**src/sv/mts_pkg.sv**
```systemverilog
// Shared types, constants and saturating arithmetic helpers for the
// multilevel feedback queue scheduler; no dependencies.
package mts_pkg;

  localparam int MaxTasks  = 64;
  localparam int NumLevels = 8;
  localparam int SlotW     = $clog2(MaxTasks);
  localparam int LevelW    = $clog2(NumLevels);
  localparam int CntW      = SlotW + 1;
  localparam int TimeW     = 48;
  localparam int DefW      = 32;
  localparam int QuantW    = 31;
  localparam int RunW      = 24;
  localparam int RingDepth = MaxTasks * NumLevels;
  localparam int QmemDepth = RingDepth + MaxTasks;
  localparam int QaddrW    = $clog2(QmemDepth);

  // configuration register indexes
  localparam logic [1:0] CfgQuantum = 2'd0;
  localparam logic [1:0] CfgStarve  = 2'd1;
  localparam logic [1:0] CfgAging   = 2'd2;

  localparam logic [DefW-1:0] DefMax = {1'b0, {(DefW-1){1'b1}}};
  localparam logic [DefW-1:0] DefMin = {1'b1, {(DefW-1){1'b0}}};

  typedef enum logic [3:0] {
    S_IDLE, S_FS_RD, S_FS_WR, S_TICK,
    S_AGE_LVL, S_AGE_RD, S_AGE_SLOT, S_AGE_DEC,
    S_SCAN_LVL, S_SCAN_RD, S_SCAN_SLOT, S_SCAN_DEC, S_SCAN_WB
  } state_e;

  // one access to the queue memory: a ring position or a free stack entry
  typedef struct packed {
    logic              en;
    logic              is_free;
    logic [LevelW-1:0] lv;
    logic [SlotW-1:0]  pos;
  } qreq_t;

  // deficit plus quantum, clamped at the positive limit
  function automatic logic [DefW-1:0] sat_add_q(logic [DefW-1:0] d, logic [QuantW-1:0] q);
    logic [DefW:0] s;
    s = {d[DefW-1], d} + {2'b00, q};
    if (s[DefW] == 1'b0 && s[DefW-1] == 1'b1) return DefMax;
    return s[DefW-1:0];
  endfunction

  // deficit minus run time, clamped at the negative limit
  function automatic logic [DefW-1:0] sat_sub_run(logic [DefW-1:0] d, logic [RunW-1:0] r);
    logic [DefW:0] s;
    s = {d[DefW-1], d} - {{(DefW-RunW+1){1'b0}}, r};
    if (s[DefW] == 1'b1 && s[DefW-1] == 1'b0) return DefMin;
    return s[DefW-1:0];
  endfunction

  // quantum of the next level: q + q/2, held at the positive limit
  function automatic logic [QuantW-1:0] next_quantum(logic [QuantW-1:0] q);
    logic [QuantW:0] s;
    s = {1'b0, q} + {2'b00, q[QuantW-1:1]};
    if (s[QuantW]) return {QuantW{1'b1}};
    return s[QuantW-1:0];
  endfunction

endpackage

```
**src/sv/mts_queue_mem.sv**
```systemverilog
// Queue memory: level rings and the free slot stack in one synchronous RAM.
// Depends on mts_pkg; free stack entries never written read as their index.
module mts_queue_mem (
  input  logic                 clk_i,
  input  logic                 rst_ni,
  input  mts_pkg::qreq_t       rd_i,
  input  mts_pkg::qreq_t       wr_i,
  input  logic [mts_pkg::SlotW-1:0] wdata_i,
  output logic [mts_pkg::SlotW-1:0] rdata_o
);
  import mts_pkg::*;

  logic [SlotW-1:0]  mem [QmemDepth];
  logic [MaxTasks-1:0] fvalid_q;
  logic [SlotW-1:0]  rd_raw_q;
  logic [SlotW-1:0]  rd_pos_q;
  logic              rd_dflt_q;
  logic [QaddrW-1:0] raddr, waddr;

  // map ring and free stack accesses onto the shared address space
  always_comb begin
    if (rd_i.is_free) raddr = QaddrW'(RingDepth) + QaddrW'(rd_i.pos);
    else              raddr = QaddrW'({rd_i.lv, rd_i.pos});
    if (wr_i.is_free) waddr = QaddrW'(RingDepth) + QaddrW'(wr_i.pos);
    else              waddr = QaddrW'({wr_i.lv, wr_i.pos});
  end

  // storage with registered read
  always_ff @(posedge clk_i) begin
    if (wr_i.en) mem[waddr] <= wdata_i;
    if (rd_i.en) begin
      rd_raw_q <= mem[raddr];
      rd_pos_q <= rd_i.pos;
    end
  end

  // free stack written flags and default-read tracking
  always_ff @(posedge clk_i or negedge rst_ni) begin
    if (!rst_ni) begin
      fvalid_q  <= '0;
      rd_dflt_q <= 1'b0;
    end else begin
      if (wr_i.en && wr_i.is_free) fvalid_q[wr_i.pos] <= 1'b1;
      if (rd_i.en) rd_dflt_q <= rd_i.is_free && !fvalid_q[rd_i.pos];
    end
  end

  assign rdata_o = rd_dflt_q ? rd_pos_q : rd_raw_q;

endmodule
```
**config.mk**
```make
export PLATFORM = sky130hd
export DESIGN_NAME = mts_queue_mem
export DESIGN_NICKNAME = d
export VERILOG_FILES = /design/src/sv/mts_pkg.sv /design/src/sv/mts_queue_mem.sv
export SDC_FILE = /design/constraint.sdc
export NUM_CORES = 2
export LEC_CHECK = 0
export ABC_AREA = 1
export BUFFER_PORTS_ARGS = -buffer_cell sky130_fd_sc_hd__buf_4
export CAP_MARGIN = 15
export CELL_PAD_IN_SITES_DETAIL_PLACEMENT = 2
export CELL_PAD_IN_SITES_GLOBAL_PLACEMENT = 2
export CORE_ASPECT_RATIO = 1.5
export CORE_UTILIZATION = 44
export DETAILED_ROUTE_END_ITERATION = 10
export PLACE_DENSITY = 0.83
export RECOVER_POWER = 100
export SLEW_MARGIN = 40
export SYNTH_ARGS = -nofsm -noshare
export SYNTH_HDL_FRONTEND = slang
export SYNTH_SLANG_ARGS = --single-unit
```
**constraint.sdc**
```tcl
create_clock -name clk_i -period 1.8 [get_ports clk_i]
set_clock_uncertainty 0.2 [all_clocks]
set_input_delay 0.27 -clock clk_i [delete_from_list [all_inputs] [get_ports clk_i]]
set_output_delay 0.27 -clock clk_i [all_outputs]
set_load 0.01 [all_outputs]
```
==> results of run 1 <==
==> logic make-up after synthesis <==
| family | Yosys count | share of synthesized area, % |
|---|---|---|
| compound gates | 386 | 1.52 |
| buf+inv | 913 | 3.60 |
| flops | 3533 | 73.1 |
| mux | 6 | 0.0467 |
| simple gates | 7271 | 21.7 |
==> metrics by stage <==
stage | util [%] | hold WS [ns] | cell area [um2] | std cells | setup slack, ns
2_1_floorplan | - | -0.226 | 148000 | 12109 | -0.251
3_3_place_gp | 49.4 | -0.0112 | 161000 | 16816 | -1.49
3_5_place_dp | 49.4 | -0.00847 | 161000 | 16816 | -1.63
4_1_cts | 53.8 | -0.00703 | 176000 | 17468 | -0.782
==> what timing repair did <==
action / in CTS
hold endpoints to repair: 3657
pin swaps: 120
endpoints found under the setup margin: 151
gates cloned: 4
hold buffers: 37
gates resized for setup: 689
buffers inserted: 11
==> Yosys cell counts <==
cell type	instances	area share, %
buf_4	94	0.49
a21oi_1	4	0.014
dfrtp_1	65	1.1
o22ai_1	95	0.41
nand2_1	3224	8.4
buf_8	5	0.052
clkbuf_1	198	0.51
buf_2	350	1.2
buf_1	90	0.23
inv_2	3	0.0078
mux2_2	6	0.047
o21bai_1	26	0.13
clkinv_1	2	0.0052
buf_12	1	0.014
o211ai_1	2	0.010
o221ai_1	20	0.12
o21ai_1	9	0.031
or2_2	38	0.16
nor3_1	24	0.083
o21ai_0	230	0.80
buf_6	122	0.95
nand3_1	3156	11
nor2_1	825	2.1
inv_1	46	0.12
edfxtp_1	3468	72
nand4_1	4	0.017
inv_4	2	0.0087
==> layer usage <==
layer	global-route usage [%]	overflow
met1	73.9	0
met2	90.8	5
met3	63.7	9
met4	78.4	46
met5	45.1	3
==> impl_metrics.tcl, run 1 <==
set metrics [dict create \
    synthesis.nets 12139 \
    postGrtWorstEndpoint "rdata_o[2]" \
    cts_made_buffers 341 \
    synth_cells 12109 \
    port_buffers 35 \
    synth.avg_cell_area_um2 11.9 \
    synth.yosys.seq_area_share_pct 73.1 \
    ys_warn_count 0 \
    gp_congestion 0.917 \
    grt_antenna_before_repair 69 \
    status "aborted with a tool error" \
    die_h_um 704 \
    cts.sinks 3533 \
    synth.ff_latch_count 3533 \
    haltStage "global routing" \
    pin_count 36 \
    cts_root_buf "clkbuf_16" \
    dpl.hpwl_mm 429 \
    clk_path_buf_depth 4 \
    die-width_um 470 \
    syn_area_um2 145000 \
    overflow 63 \
    grt_max_degree 132 \
    stop_error "[ERROR GRT-0232] Routing congestion too high. Check the congestion heatmap in the GUI." \
    worstEndpointType "primary output" \
    initial_utilization_pct 44.3 \
    htreeDepth 5 \
    placementRows 257 \
    ys_types 27 \
    grtUsageTotal_pct 76.3 \
]
==> run 2: changes to the inputs <==
--- a/config.mk
+++ b/config.mk
@@ -8,12 +8,9 @@
 export ABC_AREA = 1
 export BUFFER_PORTS_ARGS = -buffer_cell sky130_fd_sc_hd__buf_4
 export CAP_MARGIN = 15
-export CELL_PAD_IN_SITES_DETAIL_PLACEMENT = 2
-export CELL_PAD_IN_SITES_GLOBAL_PLACEMENT = 2
-export CORE_ASPECT_RATIO = 1.5
-export CORE_UTILIZATION = 44
+export CORE_UTILIZATION = 35
 export DETAILED_ROUTE_END_ITERATION = 10
-export PLACE_DENSITY = 0.83
+export PLACE_DENSITY_LB_ADDON = 0.15
 export RECOVER_POWER = 100
 export SLEW_MARGIN = 40
 export SYNTH_ARGS = -nofsm -noshare
==> impl_metrics.tcl, run 2 <==
set metrics [dict create \
    status "finished with violations" \
    violations "setup timing" \
    cts_root_buf "clkbuf_16" \
    synth_area_leaders "edfxtp_1 (72%), nand3_1 (11%), nand2_1 (8.4%)" \
    core_area_um2 410000 \
    slew_headroom_pct 12.0 \
    synth_cells 12109 \
    cp_data_required_time_ns 1.33 \
    layout.cells.most_common_list "edfxtp_1 (3,468), nand2_1 (3,187), nand3_1 (2,647)" \
    cp-end-kind "primary output" \
    initial_utilization_pct 35.2 \
    hp-class "in2reg" \
    ys_types 27 \
    drc 0 \
    cts_made_buffers 385 \
    finalSetupTns_ns -792.47 \
    finalSetupViolCount 5673 \
    power.leakage_nw 62.3 \
    clk_path_buf_depth 4 \
    first_global_vias 96944 \
    critical_path_buf_inv_count 2 \
    reg_top3 "mem x3456, fvalid_q x64" \
    die-width_um 645 \
    grtUsageMet2_pct 37.0 \
    ir_drop_mv 0.736 \
    synth-edff-count 3468 \
    cp_max_fo 7 \
    holdWs_ns 0.0166 \
    cts_tree "yes" \
    r2r_slack_ns -0.25 \
    critPathArrivalTime_ns 2.05 \
    port_buffers 35 \
    ys_warn_count 0 \
    grt_antenna_before_repair 26 \
    finalPower_w 0.181 \
    cp_slowest_stage_delay_ns 0.40 \
    synth.ff_latch_count 3533 \
    synth_top_cell_by_area "edfxtp_1" \
    first_iter_violations 9886 \
    routed_wl_mm 483 \
    synth_top_area_share_pct 72.0 \
    max_flop_register "mem" \
    insertion_delay_ns 0.97 \
    cp_top_family "flip-flops" \
    max_cap_viol_count 0 \
    instances_no_fill 18749 \
    worst_slew_pin_slew_ns 1.32 \
    final_layout_size_suffix_gt1_share_pct 20.6 \
    syn_area_um2 145000 \
    async_flop_share_pct 1.84 \
    slew_viol_final 0 \
    htreeDepth 5 \
    areaGrowthSynthToFinish_pct 23.4 \
    drt_pass1_iterations 6 \
    pin_count 36 \
    post_cts_buffers 0 \
    crit_type "reg2out" \
    dpl.hpwl_mm 322 \
    setup_ws_ns -0.715 \
    critPathLaunchType "register" \
    synth_ff_type "edfxtp_1" \
    post-route-period-util_pct 140 \
    cts.sinks 3533 \
    grtUsageMet1_pct 31.9 \
    grt_max_degree 138 \
    synth.avg_cell_area_um2 11.9 \
    crit_chain "buf_12 > mux2_4 > buf_6" \
    grt_pass1_wl_mm 697 \
    fmax_mhz 398 \
    ant_nets 0 \
    placed_cells 18018 \
    synth.yosys.seq_area_share_pct 73.1 \
    top_usage_layer "met2" \
    rsz0062_at_grt "true" \
    dieArea_um2 416000 \
    stdcell_area_um2 178000 \
    largest_reg_flops 3456 \
    synthesis.nets 12139 \
    hold_viol 0 \
    die_h_um 645 \
    yosysMostFrequentCell "edfxtp_1" \
    vias 99113 \
    place_area_um2 164000 \
    wl_per_cell_um 25.8 \
    path_clk_slew_ns 0.06 \
    final_common_cell "edfxtp_1" \
    placementRows 235 \
    nNetsFinal 13010 \
    power_density_nw_per_um2 1020 \
    gp_congestion 0.888 \
    cpMaxStageDelayCell "dfrtp_1" \
    grtUsageTotal_pct 22.8 \
    grt_use_met3_pct 2.51 \
    overflow 0 \
    synth_common_cells "edfxtp_1 (3,468), nand2_1 (3,224), nand3_1 (3,156), nor2_1 (825), buf_2 (350)" \
    min_period_ns 2.52 \
    via_per_inst 5.29 \
]
==> run 2: final cells by class <==
type | instances | area, um2
Tap cell | 5451 | 6820
Antenna cell | 8 | 20.0
Inverter | 53 | 267
Clock buffer | 478 | 10200
Multi-Input combinational cell | 7663 | 39400
Fill cell | 37911 | 232000
Clock inverter | 219 | 1880
Timing Repair Buffer | 1344 | 14100
Sequential cell | 3533 | 106000
==> run 2: metal layers <==
layer	part of all wire, %	vias up
li1	-	45050
met1	43	50088
met2	47	3235
met3	5.8	740
met4	4.0	0
met5	0	-
==> run 2: path summary, 6_finish.rpt <==
| check | startpoint | end | depth (start not counted) |
|---|---|---|---|
| max in group asynchronous | rst_ni | fvalid_q[35] | 4 |
| worst max register to register | mem[501][1] | rd_raw_q[1] | 10 |
| worst min register to register | fvalid_q[22] | fvalid_q[22] | 1 |
| min in group asynchronous | rst_ni | fvalid_q[56] | 4 |
| worst max-delay path | rd_dflt_q | rdata_o[3] | 3 |
| worst min-delay path | wr_i[5] | mem[202][4] | 6 |
==> run 2: cell families (layout without fill, tap and decap cells) <==
group	count (synthesis)	count (layout)	synth area share, %
buffers and inverters	913	2094	3.60
AO/OA/AOI/OAI	386	386	1.52
other	0	8	0
multiplexers	6	6	0.0467
flip-flops	3533	3533	73.1
AND/OR/NAND/NOR	7271	7271	21.7
==> run 2: metrics by stage <==
stage,utilization [%],setup slack [ns]
2_1_floorplan,-,-0.251
3_3_place_gp,39.9,-1.63
3_5_place_dp,39.9,-1.59
4_1_cts,43.5,-0.792
5_1_grt,43.5,-0.761
6_report,43.5,-0.715
==> run 2: power breakdown <==
group | internal [W] | total [W] | switching, W
combinational | 0.00434 | 0.0138 | 0.00947
clock | 0.0439 | 0.0769 | 0.0330
sequential | 0.0906 | 0.0907 | 0.000136
total | 0.139 | 0.181 | 0.0426
==> run 2: worst reg2reg max path: cells and delay by family, from the launching register on <==
| kind | cells | cell delay (ns) |
|---|---|---|
| simple gates | 10 | 1.24 |
| flops | 1 | 0.38 |
==> run 2: repair_timing <==
item,CTS,global route
setup endpoints to repair,12,3392
pin swaps,149,56
hold buffers,35,12
endpoints found under the hold margin,3958,103
resized for setup,490,198
No activity file was read; power rests on OpenSTA's default activity.
